===== src/rtl/esd_pkg.sv =====
`timescale 1ns / 1ps
// ----------------------------------------------------------------------------
// esd_pkg
// Shared types, codes and helpers for the escape sequence decoder.
// ----------------------------------------------------------------------------
package esd_pkg;

    localparam int COUNT_BITS = 16;

    typedef enum logic [3:0] {
        PH_NORMAL = 4'd0,
        PH_ESC    = 4'd1,
        PH_HEX    = 4'd2,
        PH_UNI    = 4'd3,
        PH_ZERO   = 4'd4,
        PH_OCT    = 4'd5
    } phase_t;

    typedef enum logic [1:0] {
        K_BYTE = 2'd0,
        K_END  = 2'd1,
        K_ERR  = 2'd2
    } kind_t;

    typedef enum logic [2:0] {
        E_NONE      = 3'd0,
        E_UNKNOWN   = 3'd1,
        E_BAD_HEX   = 3'd2,
        E_OCT_89    = 3'd3,
        E_OCT_SHORT = 3'd4,
        E_OCT_BIG   = 3'd5
    } err_t;

    typedef struct packed {
        logic [7:0] char_in;
        logic       start_req;
        logic       end_of_text;
    } in_item_t;

    typedef struct packed {
        kind_t       kind;
        logic [7:0]  byte_out;
        err_t        error_code;
        logic [15:0] consumed;
        logic        last;
    } result_t;

    // up to three results from one request
    typedef struct packed {
        logic [1:0]       count;
        result_t [2:0]    items;
    } res_bundle_t;

    function automatic result_t make_result(kind_t k, logic [7:0] b, err_t e,
                                            logic [15:0] cons);
        result_t r;
        r.kind       = k;
        r.byte_out   = b;
        r.error_code = e;
        r.consumed   = cons;
        r.last       = 1'b0;
        return r;
    endfunction

    // bit 4 set: not a hex digit
    function automatic logic [4:0] hex_val(logic [7:0] c);
        logic [4:0] v;
        v = 5'd16;
        if (c >= "0" && c <= "9") v = {1'b0, c[3:0]};
        else if ((c >= "A" && c <= "F") || (c >= "a" && c <= "f"))
            v = {1'b0, c[3:0] + 4'd9};
        return v;
    endfunction

    function automatic logic is_digit(logic [7:0] c);
        return (c >= "0") && (c <= "9");
    endfunction

endpackage


===== src/rtl/esd_if.sv =====
`timescale 1ns / 1ps
// ----------------------------------------------------------------------------
// esd_if
// Valid/ready channels for character requests and decoded results.
// ----------------------------------------------------------------------------
interface esd_in_if;
    logic       valid;
    logic       ready;
    logic [7:0] char_in;
    logic       start_req;
    logic       end_of_text;

    modport source (output valid, output char_in, output start_req,
                    output end_of_text, input ready);
    modport sink   (input valid, input char_in, input start_req,
                    input end_of_text, output ready);
endinterface

interface esd_out_if;
    logic        valid;
    logic        ready;
    logic [1:0]  kind;
    logic [7:0]  byte_out;
    logic [2:0]  error_code;
    logic [15:0] consumed;
    logic        last;

    modport source (output valid, output kind, output byte_out, output error_code,
                    output consumed, output last, input ready);
    modport sink   (input valid, input kind, input byte_out, input error_code,
                    input consumed, input last, output ready);
endinterface


===== src/rtl/escape_sequence_decoder.sv =====
`timescale 1ns / 1ps
// ----------------------------------------------------------------------------
// escape_sequence_decoder
// C string escape decoder, one character request per cycle while the result channel can take its results.
// ----------------------------------------------------------------------------
// Takes one character request per clock and decodes it in a single pass
// between an input register and a result register; a request waits in the
// input register until the result register can load, then enters it, and
// its first result is offered from then on. Requests that give zero or one
// result sustain one request per cycle. A request that gives two or three
// results (escaped zero followed by text, \u escapes, a byte followed by
// the end of the field) holds the input while the result register drains
// one result per cycle. Stalls on the result channel hold the input for as
// long as they last. After reset the decoder is halted until a request with
// start_req set.
module escape_sequence_decoder (
    input  logic     clk,
    input  logic     rst_n,
    esd_in_if.sink   char_req,
    esd_out_if.source result
);
    import esd_pkg::*;

    logic        item_valid;
    in_item_t    item;
    logic        can_load;
    logic        take;
    res_bundle_t bundle;

    assign take = item_valid && can_load;

    esd_in_stage u_in_stage (
        .clk        (clk),
        .rst_n      (rst_n),
        .in_ch      (char_req),
        .take       (take),
        .item_valid (item_valid),
        .item       (item)
    );

    esd_core u_core (
        .clk    (clk),
        .rst_n  (rst_n),
        .take   (take),
        .item   (item),
        .bundle (bundle)
    );

    esd_result_buf u_result_buf (
        .clk      (clk),
        .rst_n    (rst_n),
        .load     (take),
        .bundle   (bundle),
        .can_load (can_load),
        .out_ch   (result)
    );
endmodule


===== src/rtl/esd_in_stage.sv =====
`timescale 1ns / 1ps
// ----------------------------------------------------------------------------
// esd_in_stage
// Input register: holds one character request until the decoder takes it.
// ----------------------------------------------------------------------------
module esd_in_stage (
    input  logic              clk,
    input  logic              rst_n,
    esd_in_if.sink            in_ch,
    input  logic              take,
    output logic              item_valid,
    output esd_pkg::in_item_t item
);
    import esd_pkg::*;

    logic     valid_reg;
    logic     valid_next;
    in_item_t item_reg;
    logic     accept;

    assign in_ch.ready = !valid_reg || take;
    assign accept      = in_ch.valid && in_ch.ready;
    assign valid_next  = accept ? 1'b1 : (take ? 1'b0 : valid_reg);

    always_ff @(posedge clk or negedge rst_n)
    begin
        if (!rst_n)
        begin
            valid_reg <= 1'b0;
        end
        else
        begin
            valid_reg <= valid_next;
        end
    end

    always_ff @(posedge clk)
    begin
        if (accept)
        begin
            item_reg.char_in     <= in_ch.char_in;
            item_reg.start_req   <= in_ch.start_req;
            item_reg.end_of_text <= in_ch.end_of_text;
        end
    end

    assign item_valid = valid_reg;
    assign item       = item_reg;
endmodule


===== src/rtl/esd_core.sv =====
`timescale 1ns / 1ps
// ----------------------------------------------------------------------------
// esd_core
// Decoder state and the single-pass decode of one character into results.
// ----------------------------------------------------------------------------
module esd_core (
    input  logic                 clk,
    input  logic                 rst_n,
    input  logic                 take,
    input  esd_pkg::in_item_t    item,
    output esd_pkg::res_bundle_t bundle
);
    import esd_pkg::*;

    phase_t                phase_reg, phase_next;
    logic [15:0]           gval_reg, gval_next;
    logic [2:0]            digits_reg, digits_next;
    logic [COUNT_BITS-1:0] count_reg, count_next;
    logic                  halted_reg, halted_next;

    always_comb
    begin
        phase_t                ph;
        logic [15:0]           gv;
        logic [2:0]            ds;
        logic [COUNT_BITS-1:0] cnt;
        logic                  hlt;
        logic                  ends;
        logic [1:0]            n;
        result_t [2:0]         res;
        logic [4:0]            hv;
        logic [7:0]            c;
        logic                  do_plain;
        logic                  do_oct;
        logic [31:0]           cnt32;

        c        = item.char_in;
        ph       = phase_reg;
        gv       = gval_reg;
        ds       = digits_reg;
        cnt      = count_reg;
        hlt      = halted_reg;
        ends     = 1'b0;
        n        = 2'd0;
        res      = '0;
        hv       = hex_val(c);
        do_plain = 1'b0;
        do_oct   = 1'b0;
        cnt32    = '0;

        if (item.start_req)
        begin
            ph  = PH_NORMAL;
            gv  = '0;
            ds  = '0;
            cnt = '0;
            hlt = 1'b0;
        end

        if (!hlt)
        begin
            unique case (ph)
                PH_ESC:
                begin
                    ph = PH_NORMAL;
                    case (c)
                        "a": begin res[n] = make_result(K_BYTE, 8'd7, E_NONE, '0);  n = n + 2'd1; end
                        "b": begin res[n] = make_result(K_BYTE, 8'd8, E_NONE, '0);  n = n + 2'd1; end
                        "f": begin res[n] = make_result(K_BYTE, 8'd12, E_NONE, '0); n = n + 2'd1; end
                        "n": begin res[n] = make_result(K_BYTE, 8'd10, E_NONE, '0); n = n + 2'd1; end
                        "r": begin res[n] = make_result(K_BYTE, 8'd13, E_NONE, '0); n = n + 2'd1; end
                        "t": begin res[n] = make_result(K_BYTE, 8'd9, E_NONE, '0);  n = n + 2'd1; end
                        "v": begin res[n] = make_result(K_BYTE, 8'd11, E_NONE, '0); n = n + 2'd1; end
                        "\\", "'", "\"", "?":
                        begin
                            res[n] = make_result(K_BYTE, c, E_NONE, '0);
                            n = n + 2'd1;
                        end
                        8'h0A, 8'h0D: ;
                        "x":
                        begin
                            ph = PH_HEX;
                            gv = '0;
                            ds = '0;
                        end
                        "u", "U":
                        begin
                            ph = PH_UNI;
                            gv = '0;
                            ds = '0;
                        end
                        "0": ph = PH_ZERO;
                        "8", "9":
                        begin
                            res[n] = make_result(K_ERR, 8'd0, E_OCT_89, '0);
                            n = n + 2'd1;
                            hlt = 1'b1;
                        end
                        "1", "2", "3", "4", "5", "6", "7":
                        begin
                            ph = PH_OCT;
                            gv = {13'd0, c[2:0]};
                            ds = 3'd1;
                        end
                        default:
                        begin
                            res[n] = make_result(K_ERR, 8'd0, E_UNKNOWN, '0);
                            n = n + 2'd1;
                            hlt = 1'b1;
                        end
                    endcase
                end
                PH_HEX, PH_UNI:
                begin
                    if (hv[4])
                    begin
                        res[n] = make_result(K_ERR, 8'd0, E_BAD_HEX, '0);
                        n = n + 2'd1;
                        hlt = 1'b1;
                        ph = PH_NORMAL;
                    end
                    else
                    begin
                        gv = {gv[11:0], hv[3:0]};
                        ds = ds + 3'd1;
                        if ((ph == PH_HEX && ds >= 3'd2) || (ph == PH_UNI && ds >= 3'd4))
                        begin
                            if (ph == PH_UNI)
                            begin
                                res[n] = make_result(K_BYTE, gv[15:8], E_NONE, '0);
                                n = n + 2'd1;
                            end
                            res[n] = make_result(K_BYTE, gv[7:0], E_NONE, '0);
                            n = n + 2'd1;
                            ph = PH_NORMAL;
                        end
                    end
                end
                PH_ZERO:
                begin
                    if (is_digit(c))
                    begin
                        ph     = PH_OCT;
                        gv     = '0;
                        ds     = 3'd1;
                        do_oct = 1'b1;
                    end
                    else
                    begin
                        ph = PH_NORMAL;
                        res[n] = make_result(K_BYTE, 8'd0, E_NONE, '0);
                        n = n + 2'd1;
                        do_plain = 1'b1;
                    end
                end
                PH_OCT:    do_oct   = 1'b1;
                PH_NORMAL: do_plain = 1'b1;
                default:   do_plain = 1'b1;
            endcase

            if (do_oct)
            begin
                if (c == "8" || c == "9")
                begin
                    res[n] = make_result(K_ERR, 8'd0, E_OCT_89, '0);
                    n = n + 2'd1;
                    hlt = 1'b1;
                    ph = PH_NORMAL;
                end
                else if (!is_digit(c))
                begin
                    res[n] = make_result(K_ERR, 8'd0, E_OCT_SHORT, '0);
                    n = n + 2'd1;
                    hlt = 1'b1;
                    ph = PH_NORMAL;
                end
                else
                begin
                    gv = {gv[12:0], c[2:0]};
                    ds = ds + 3'd1;
                    if (ds >= 3'd3)
                    begin
                        ph = PH_NORMAL;
                        if (gv >= 16'd256)
                        begin
                            res[n] = make_result(K_ERR, 8'd0, E_OCT_BIG, '0);
                            n = n + 2'd1;
                            hlt = 1'b1;
                        end
                        else
                        begin
                            res[n] = make_result(K_BYTE, gv[7:0], E_NONE, '0);
                            n = n + 2'd1;
                        end
                    end
                end
            end

            if (do_plain)
            begin
                if (c == "\\")
                begin
                    ph = PH_ESC;
                end
                else if (c == 8'h0A)
                begin
                    ends = 1'b1;
                end
                else
                begin
                    res[n] = make_result(K_BYTE, c, E_NONE, '0);
                    n = n + 2'd1;
                end
            end

            if (!hlt)
            begin
                if (!ends && cnt != '1)
                begin
                    cnt = cnt + {{(COUNT_BITS-1){1'b0}}, 1'b1};
                end
                if (!ends && item.end_of_text && ph != PH_NORMAL)
                begin
                    if (ph == PH_HEX || ph == PH_UNI)
                        res[n] = make_result(K_ERR, 8'd0, E_BAD_HEX, '0);
                    else if (ph == PH_ESC)
                        res[n] = make_result(K_ERR, 8'd0, E_UNKNOWN, '0);
                    else
                        res[n] = make_result(K_ERR, 8'd0, E_OCT_SHORT, '0);
                    n = n + 2'd1;
                    hlt = 1'b1;
                    ph = PH_NORMAL;
                end
                else if (ends || item.end_of_text)
                begin
                    cnt32 = 32'(cnt);
                    res[n] = make_result(K_END, 8'd0, E_NONE,
                                         (cnt32 > 32'h0000_FFFF) ? 16'hFFFF : cnt32[15:0]);
                    n = n + 2'd1;
                    hlt = 1'b1;
                    ph = PH_NORMAL;
                end
            end

            if (n != 2'd0)
            begin
                res[n - 2'd1].last = 1'b1;
            end
        end

        phase_next   = ph;
        gval_next    = gv;
        digits_next  = ds;
        count_next   = cnt;
        halted_next  = hlt;
        bundle.count = n;
        bundle.items = res;
    end

    always_ff @(posedge clk or negedge rst_n)
    begin
        if (!rst_n)
        begin
            phase_reg  <= PH_NORMAL;
            gval_reg   <= '0;
            digits_reg <= '0;
            count_reg  <= '0;
            halted_reg <= 1'b1;
        end
        else if (take)
        begin
            phase_reg  <= phase_next;
            gval_reg   <= gval_next;
            digits_reg <= digits_next;
            count_reg  <= count_next;
            halted_reg <= halted_next;
        end
    end
endmodule


===== src/rtl/esd_result_buf.sv =====
`timescale 1ns / 1ps
// ----------------------------------------------------------------------------
// esd_result_buf
// Result register: holds the results of one request and drains them in order.
// ----------------------------------------------------------------------------
module esd_result_buf (
    input  logic                 clk,
    input  logic                 rst_n,
    input  logic                 load,
    input  esd_pkg::res_bundle_t bundle,
    output logic                 can_load,
    esd_out_if.source            out_ch
);
    import esd_pkg::*;

    result_t [2:0] items_reg, items_next;
    logic [1:0]    count_reg, count_next;
    logic          pop;

    assign out_ch.valid      = (count_reg != 2'd0);
    assign pop               = out_ch.valid && out_ch.ready;
    assign can_load          = (count_reg == 2'd0) || (count_reg == 2'd1 && out_ch.ready);
    assign out_ch.kind       = items_reg[0].kind;
    assign out_ch.byte_out   = items_reg[0].byte_out;
    assign out_ch.error_code = items_reg[0].error_code;
    assign out_ch.consumed   = items_reg[0].consumed;
    assign out_ch.last       = items_reg[0].last;

    always_comb
    begin
        items_next = items_reg;
        count_next = count_reg;
        if (load)
        begin
            items_next = bundle.items;
            count_next = bundle.count;
        end
        else if (pop)
        begin
            items_next = {items_reg[2], items_reg[2:1]};
            count_next = count_reg - 2'd1;
        end
    end

    always_ff @(posedge clk or negedge rst_n)
    begin
        if (!rst_n)
        begin
            count_reg <= 2'd0;
        end
        else
        begin
            count_reg <= count_next;
        end
    end

    always_ff @(posedge clk)
    begin
        items_reg <= items_next;
    end
endmodule

===== src/flat_wrapper.sv =====
// flat-port wrapper written by rule: the top's interface ports become plain ports
module escape_sequence_decoder_flat import esd_pkg::*;
  (clk, rst_n, char_req_valid, char_req_char_in, char_req_start_req, char_req_end_of_text, char_req_ready, result_valid, result_kind, result_byte_out, result_error_code, result_consumed, result_last, result_ready);
  esd_in_if char_req_i ();
  esd_out_if result_i ();
  input  logic clk;
  input  logic rst_n;
  input wire logic [$bits(char_req_i.valid)-1:0] char_req_valid;
  input wire logic [$bits(char_req_i.char_in)-1:0] char_req_char_in;
  input wire logic [$bits(char_req_i.start_req)-1:0] char_req_start_req;
  input wire logic [$bits(char_req_i.end_of_text)-1:0] char_req_end_of_text;
  output wire logic [$bits(char_req_i.ready)-1:0] char_req_ready;
  output wire logic [$bits(result_i.valid)-1:0] result_valid;
  output wire logic [$bits(result_i.kind)-1:0] result_kind;
  output wire logic [$bits(result_i.byte_out)-1:0] result_byte_out;
  output wire logic [$bits(result_i.error_code)-1:0] result_error_code;
  output wire logic [$bits(result_i.consumed)-1:0] result_consumed;
  output wire logic [$bits(result_i.last)-1:0] result_last;
  input wire logic [$bits(result_i.ready)-1:0] result_ready;
  assign char_req_i.valid = char_req_valid;
  assign char_req_i.char_in = char_req_char_in;
  assign char_req_i.start_req = char_req_start_req;
  assign char_req_i.end_of_text = char_req_end_of_text;
  assign char_req_ready = char_req_i.ready;
  assign result_valid = result_i.valid;
  assign result_kind = result_i.kind;
  assign result_byte_out = result_i.byte_out;
  assign result_error_code = result_i.error_code;
  assign result_consumed = result_i.consumed;
  assign result_last = result_i.last;
  assign result_i.ready = result_ready;
  escape_sequence_decoder u_core (.clk(clk), .rst_n(rst_n), .char_req(char_req_i), .result(result_i));
endmodule

===== config.mk =====
export PLATFORM = sky130hd
export DESIGN_NAME = escape_sequence_decoder_flat
export DESIGN_NICKNAME = d
export VERILOG_FILES = /design/src/rtl/esd_pkg.sv /design/src/rtl/esd_if.sv /design/src/rtl/escape_sequence_decoder.sv /design/src/rtl/esd_in_stage.sv /design/src/rtl/esd_core.sv /design/src/rtl/esd_result_buf.sv /design/src/flat_wrapper.sv
export SDC_FILE = /design/constraint.sdc
export NUM_CORES = 1
export LEC_CHECK = 0
export ABC_CLOCK_PERIOD_IN_PS = 7200
export BUFFER_PORTS_ARGS = -buffer_cell sky130_fd_sc_hd__buf_2
export CORE_UTILIZATION = 35
export DETAILED_ROUTE_END_ITERATION = 12
export MAX_ROUTING_LAYER = met4
export PLACE_DENSITY = 0.56
export REMOVE_ABC_BUFFERS = 1
export SLEW_MARGIN = 40
export SYNTH_ARGS = -nofsm -noshare
export SYNTH_HDL_FRONTEND = slang
export SYNTH_SLANG_ARGS = --single-unit

===== constraint.sdc =====
create_clock -name clk -period 7.2 [get_ports clk]
set_input_delay 1.44 -clock clk [delete_from_list [all_inputs] [get_ports clk]]
set_output_delay 1.44 -clock clk [all_outputs]
set_load 0.1 [all_outputs]

Yosys cells after proc, flatten, opt, wreduce, memory -nomap -nowiden
Cells that the tools add are included.
- memories: 0
- bits in registers: 143
- input port bits: 14
- logic and storage cells: 296
- bits in read-only memories: 0
- latch bits: 0
- bits in writable memories: 0
- mux-type cells: 146
- add/sub/neg operators: 10
- magnitude comparators: 20
- bitwise operators: 18
- div/mod/pow operators: 0
- multipliers: 0
- shifts and indexed selects: 0
- equal/unequal tests: 36
- reduce and logical (&&, ||, !) cells: 41
- operator list (cell ; count):
    90-bit two-way mux ; 20
    90-bit bitwise mux ; 5
    84-bit AND ; 4
    84-bit inverter ; 4
    30-bit demux with 2-bit select ; 5
    30-bit two-way mux ; 10
    30-bit case mux with 10 select lines ; 1
    60-bit two-way mux ; 4
    16-bit two-way mux ; 14
    81-bit AND ; 2
    81-bit inverter ; 2
    8-bit by 6-bit equality test with 1-bit output, second input constant ; 13
    8-bit by 7-bit equality test with 1-bit output, second input constant ; 11
    30-bit case mux with 2 select lines ; 1
    4-bit two-way mux ; 14
    16-bit case mux with 3 select lines ; 1
    2-bit two-way mux ; 23
    16-bit case mux with 2 select lines ; 1
    28-bit two-way mux ; 1
    1-bit two-way mux ; 27
    3-bit two-way mux ; 9
    6-bit OR ; 4
    24-bit OR reduction ; 1
    9-bit OR ; 2
    other kinds (38) ; 92

Logic depth before layout (Yosys ltp)
- depth after elaboration: 41
- mapped depth: 27
- gate-level depth less buffers: 22

By module
A second synthesis with hierarchy kept.
- cells, all modules: 985
- area total of the unflattened synthesis: 9659.3 um^2
- modules (own cells, without submodules) (module ; area each (um^2) ; seq. area each (um^2) ; instances ; cells an instance):
    esd_core ; 5273.8 ; 927.1 ; 1 ; 732
    esd_result_buf ; 4025.1 ; 2752.6 ; 1 ; 238
    esd_in_stage ; 354.1 ; 325.3 ; 1 ; 14
    escape_sequence_decoder ; 6.3 ; 0.0 ; 1 ; 1

Worst setup path before layout
No wires, ideal clock.
- kind: register to register
- start: reg u_core.u_in_stage.item_reg, in the netlist u_core.u_in_stage.item[2]
- end: reg u_core.u_result_buf.items_reg[76] (netlist bit) (data pin)
- library setup time: 0.268 ns
- data required time: 6.932 ns
- path slack: 1.778 ns
- data arrival time: 5.154 ns
- stages on the path, launching flop included: 27
- buffers on the path: 6
- clock period less this slack: 5.422 ns
- path through: edfxtp_1 clkbuf_1 inv_1 ha_1 o21bai_1 a21o_1 buf_2 nand3_1 o211ai_1 clkbuf_1 nand2_1 o21ai_0 ha_1 a31oi_1 o21ai_1 buf_2 o21ai_0 nand2_1 ha_1 inv_1 a221oi_2 inv_1 ha_1 clkbuf_1 nand3_2 buf_2 nor3_2
- RTL lines (item ; line ; RTL):
    start: declaration ; esd_in_stage.sv:18 ; in_item_t item_reg;
    end signal: assignment ; esd_result_buf.sv:59 ; items_reg <= items_next;
    end: declaration ; esd_result_buf.sv:16 ; result_t [2:0] items_reg, items_next;

==> flow_metrics.env <==
export IMPL_skew_ps=8.05
export IMPL_status="completed"
export IMPL_postCtsSetupBuffers=0
export IMPL_cp_start_kind="register"
export IMPL_fmax_mhz=152
export IMPL_htreeDepth=4
export IMPL_synthArstFlopShare=0.286
export IMPL_crit_type="reg -> reg"
export IMPL_start_util=0.362
export IMPL_grt_ovfl_total=0
export IMPL_viasPerCell=5.66
export IMPL_ys_seq_area_frac=0.466
export IMPL_required_ps=7460
export IMPL_core_um2=23800
export IMPL_vdd_ir_drop_max_mv=0.208
export IMPL_drt_total_wl_um=23700
export IMPL_dp_hpwl_um=16800
export IMPL_grt_pass1_wl_um=37900
export IMPL_pwr_share_clk=0.225
export IMPL_grt_max_degree=70
export IMPL_yosys_cell_count_top_type="nand2_1"
export IMPL_drtIter0Drc=724
export IMPL_fin_crit_ps=6590
export IMPL_hold_violations=0
export IMPL_timing_max_cap_violations=0
export IMPL_worstHoldPathType="reg -> reg"
export IMPL_worstPathMaxFanout=15
export IMPL_num_io_pins=46
export IMPL_setup_viol=0
export IMPL_antenna_found_initial=0
export IMPL_vias=6946
export IMPL_yosysWarnings=0
export IMPL_die_w_um=159
export IMPL_yosys_top_cells_count="147 x nand2_1, 100 x edfxtp_1, 62 x o21ai_0, 58 x nor2_1, 39 x dfrtp_1"
export IMPL_critPathArrivalTime_ps=6840
export IMPL_relSlewSlack=0.470
export IMPL_synth_top_area_share=0.349
export IMPL_insertion_delay_ps=420
export IMPL_ys_types=89
export IMPL_clk_pin_slew_ps=70
export IMPL_whs_ps=483
export IMPL_area_growth_pct=10.6
export IMPL_grt_setup_unrepaired="false"
export IMPL_ys_flop_type="edfxtp_1"
export IMPL_p_sw_uw=1800
export IMPL_drc=0
export IMPL_final_fill_count=2354
export IMPL_p_sw_frac=0.471
export IMPL_hold_depth=2
export IMPL_synth_compound_area_share=0.205
export IMPL_track_usage=0.198
export IMPL_yosys_area_share_adder=0.0291
export IMPL_cts_tree="done"
export IMPL_netlist_area_um2=8600
export IMPL_nNetsFinal=929
export IMPL_yosys_register_bits=140
export IMPL_crit_start="u_core.u_in_stage.item[2]"
export IMPL_final_setup_tns_ps=0
export IMPL_antennaDiodeCount=0
export IMPL_grt_pass1_vias=6543
export IMPL_worstRegToRegCells=21
export IMPL_gp_congestion=0.953
export IMPL_die_area_um2=25200
export IMPL_ant_nets=0
export IMPL_drive_gt1_frac=0.149
export IMPL_clockBufferDepth=2
export IMPL_worstHoldStart="u_core.u_core.count_reg[14]"
export IMPL_dr_pass1_iters=6
export IMPL_cell_internal_pwr_uw=2030
export IMPL_avgSynthCellArea_um2=9.61
export IMPL_cp_end_kind="register"
export IMPL_worst_pin_slew_ps=792
export IMPL_power_density_nw_per_um2=403
export IMPL_synth_xor_area_frac=0.0214
export IMPL_timing_final_crit_share=0.915
export IMPL_row_count=56
export IMPL_finalMaxSlewViolations=0
export IMPL_synth_enable_flop_cells=100
export IMPL_leakagePower_uw=0.00356
export IMPL_synth_area_leaders="edfxtp_1 35%, dfrtp_1 11%, nand2_1 6.4%"
export IMPL_largest_reg_flops=60
export IMPL_synthSimpleGateAreaFrac=0.196
export IMPL_synth_top_family_by_area="compound AO/OA/AOI/OAI gates"
export IMPL_syn_inst=894
export IMPL_die_y_um=159
export IMPL_seq_power_share=0.356
export IMPL_io_buffers=45
export IMPL_synthMuxAreaShare=0.0199
export IMPL_wl_per_cell_um=19.3
export IMPL_combPwrFrac=0.419
export IMPL_cts_buffers=17
export IMPL_cts_sinks=140
export IMPL_synth_area_leader_cell="edfxtp_1"
export IMPL_cts_root_buf="clkbuf_16"
export IMPL_reg2reg_from="u_core.u_in_stage.item[2]"
[timing repair]
action / in CTS / in global routing
hold endpoints to repair: 0 / 0
endpoints found under the setup margin: 0 / 10
hold buffers: 0 / 0
resized for setup: 0 / 1
[layout make-up]
cell class / count / area [µm²] / share of cell area
Sequential cell: 140 / 4010 / 0.421
Clock buffer: 17 / 425 / 0.0447
Tap cell: 319 / 399 / 0.0420
Clock inverter: 15 / 151 / 0.0159
Multi-Input combinational cell: 647 / 4070 / 0.428
Timing Repair Buffer: 61 / 352 / 0.0370
Inverter: 28 / 105 / 0.0111
[final timing paths]
kind | slack [ps] | to
worst max register to register | 610 | u_core.u_result_buf.out_ch.consumed[14]
min in group asynchronous | 1000 | u_core.u_core.count_reg[8]
max in group asynchronous | 5780 | u_core.u_core.gval_reg[1]
worst min register to register | 480 | u_core.u_core.count_reg[14]
worst max-delay path | 610 | u_core.u_result_buf.out_ch.consumed[14]
worst min-delay path | 480 | u_core.u_core.count_reg[14]
[metrics by stage]
stage | setup slack [ps] | utilization | std cells | power (µW) | instance area [µm²]
6_report | 612 | 0.400 | 1227 | 3830 | 9510
5_1_grt | 63.5 | 0.400 | 1227 | 4030 | 9510
4_1_cts | 534 | 0.400 | 1227 | 3860 | 9500
3_5_place_dp | 594 | 0.375 | 1195 | 2990 | 8920
3_3_place_gp | 790 | 0.375 | 1195 | 2980 | 8910
2_1_floorplan | 1390 | - | 815 | 2630 | 8160
[cells by family (layout without fill, tap and decap cells)]
group,count (synthesis),count (layout)
compound gates,252,252
buf+inv,107,121
simple gates,338,338
xor+xnor,21,21
fa+ha+maj,20,20
mux,16,16
flops,140,140
[power groups by stage]
stage               sequential [µW]  clock (µW)  combinational, µW
finish                         1370         860               1600
global route                   1400         917               1720
CTS                            1370         881               1610
detailed placement             1380           0               1610
global placement               1380           0               1600
floorplan                      2010           0                618
[layout by cell type, fill, tap and decap left out, types with 9 or more instances in the layout]
master | netlist | routed
ha_1 | 20 | 19
xor2_1 | 9 | 9
a22oi_1 | 15 | 15
a222oi_1 | 11 | 11
a31oi_1 | 15 | 15
a21oi_1 | 37 | 37
nand2_1 | 147 | 147
edfxtp_1 | 100 | 100
clkbuf_16 | 0 | 17
nor3_1 | 28 | 27
buf_2 | 13 | 44
xnor2_1 | 12 | 12
nor2_1 | 58 | 58
nor2b_1 | 18 | 18
nand3_1 | 22 | 22
a32o_1 | 16 | 16
inv_1 | 25 | 25
o21ai_1 | 21 | 22
buf_4 | 29 | 16
dfrtp_1 | 39 | 39
o21ai_0 | 62 | 61
[metal layers]
| metal | track usage | vias up | part of all wire | wire length (µm) |
|---|---|---|---|---|
| li1 | - | 3304 | - | - |
| met1 | 0.283 | 3364 | 0.48 | 11400 |
| met2 | 0.281 | 240 | 0.44 | 10400 |
| met3 | 0.0345 | 38 | 0.065 | 1530 |
| met4 | 0.0653 | 0 | 0.020 | 481 |
| met5 | - | - | 0 | 0 |
[worst max-delay path, cell delays in order (launching register included)]
cell	delay, ps
edfxtp_1	640
inv_1	220
ha_1	360
o21bai_1	430
a21o_1	390
nand3_1	270
o211ai_1	260
buf_4	220
nand2_1	70
o21ai_0	150
ha_1	240
inv_1	50
and3_1	160
o21ai_1	620
o21a_1	220
a21oi_1	120
ha_1	300
inv_1	50
a221oi_2	360
ha_2	510
nand3_1	470
o21ai_1	290
Note: power is estimated with default switching activity, not from simulation.
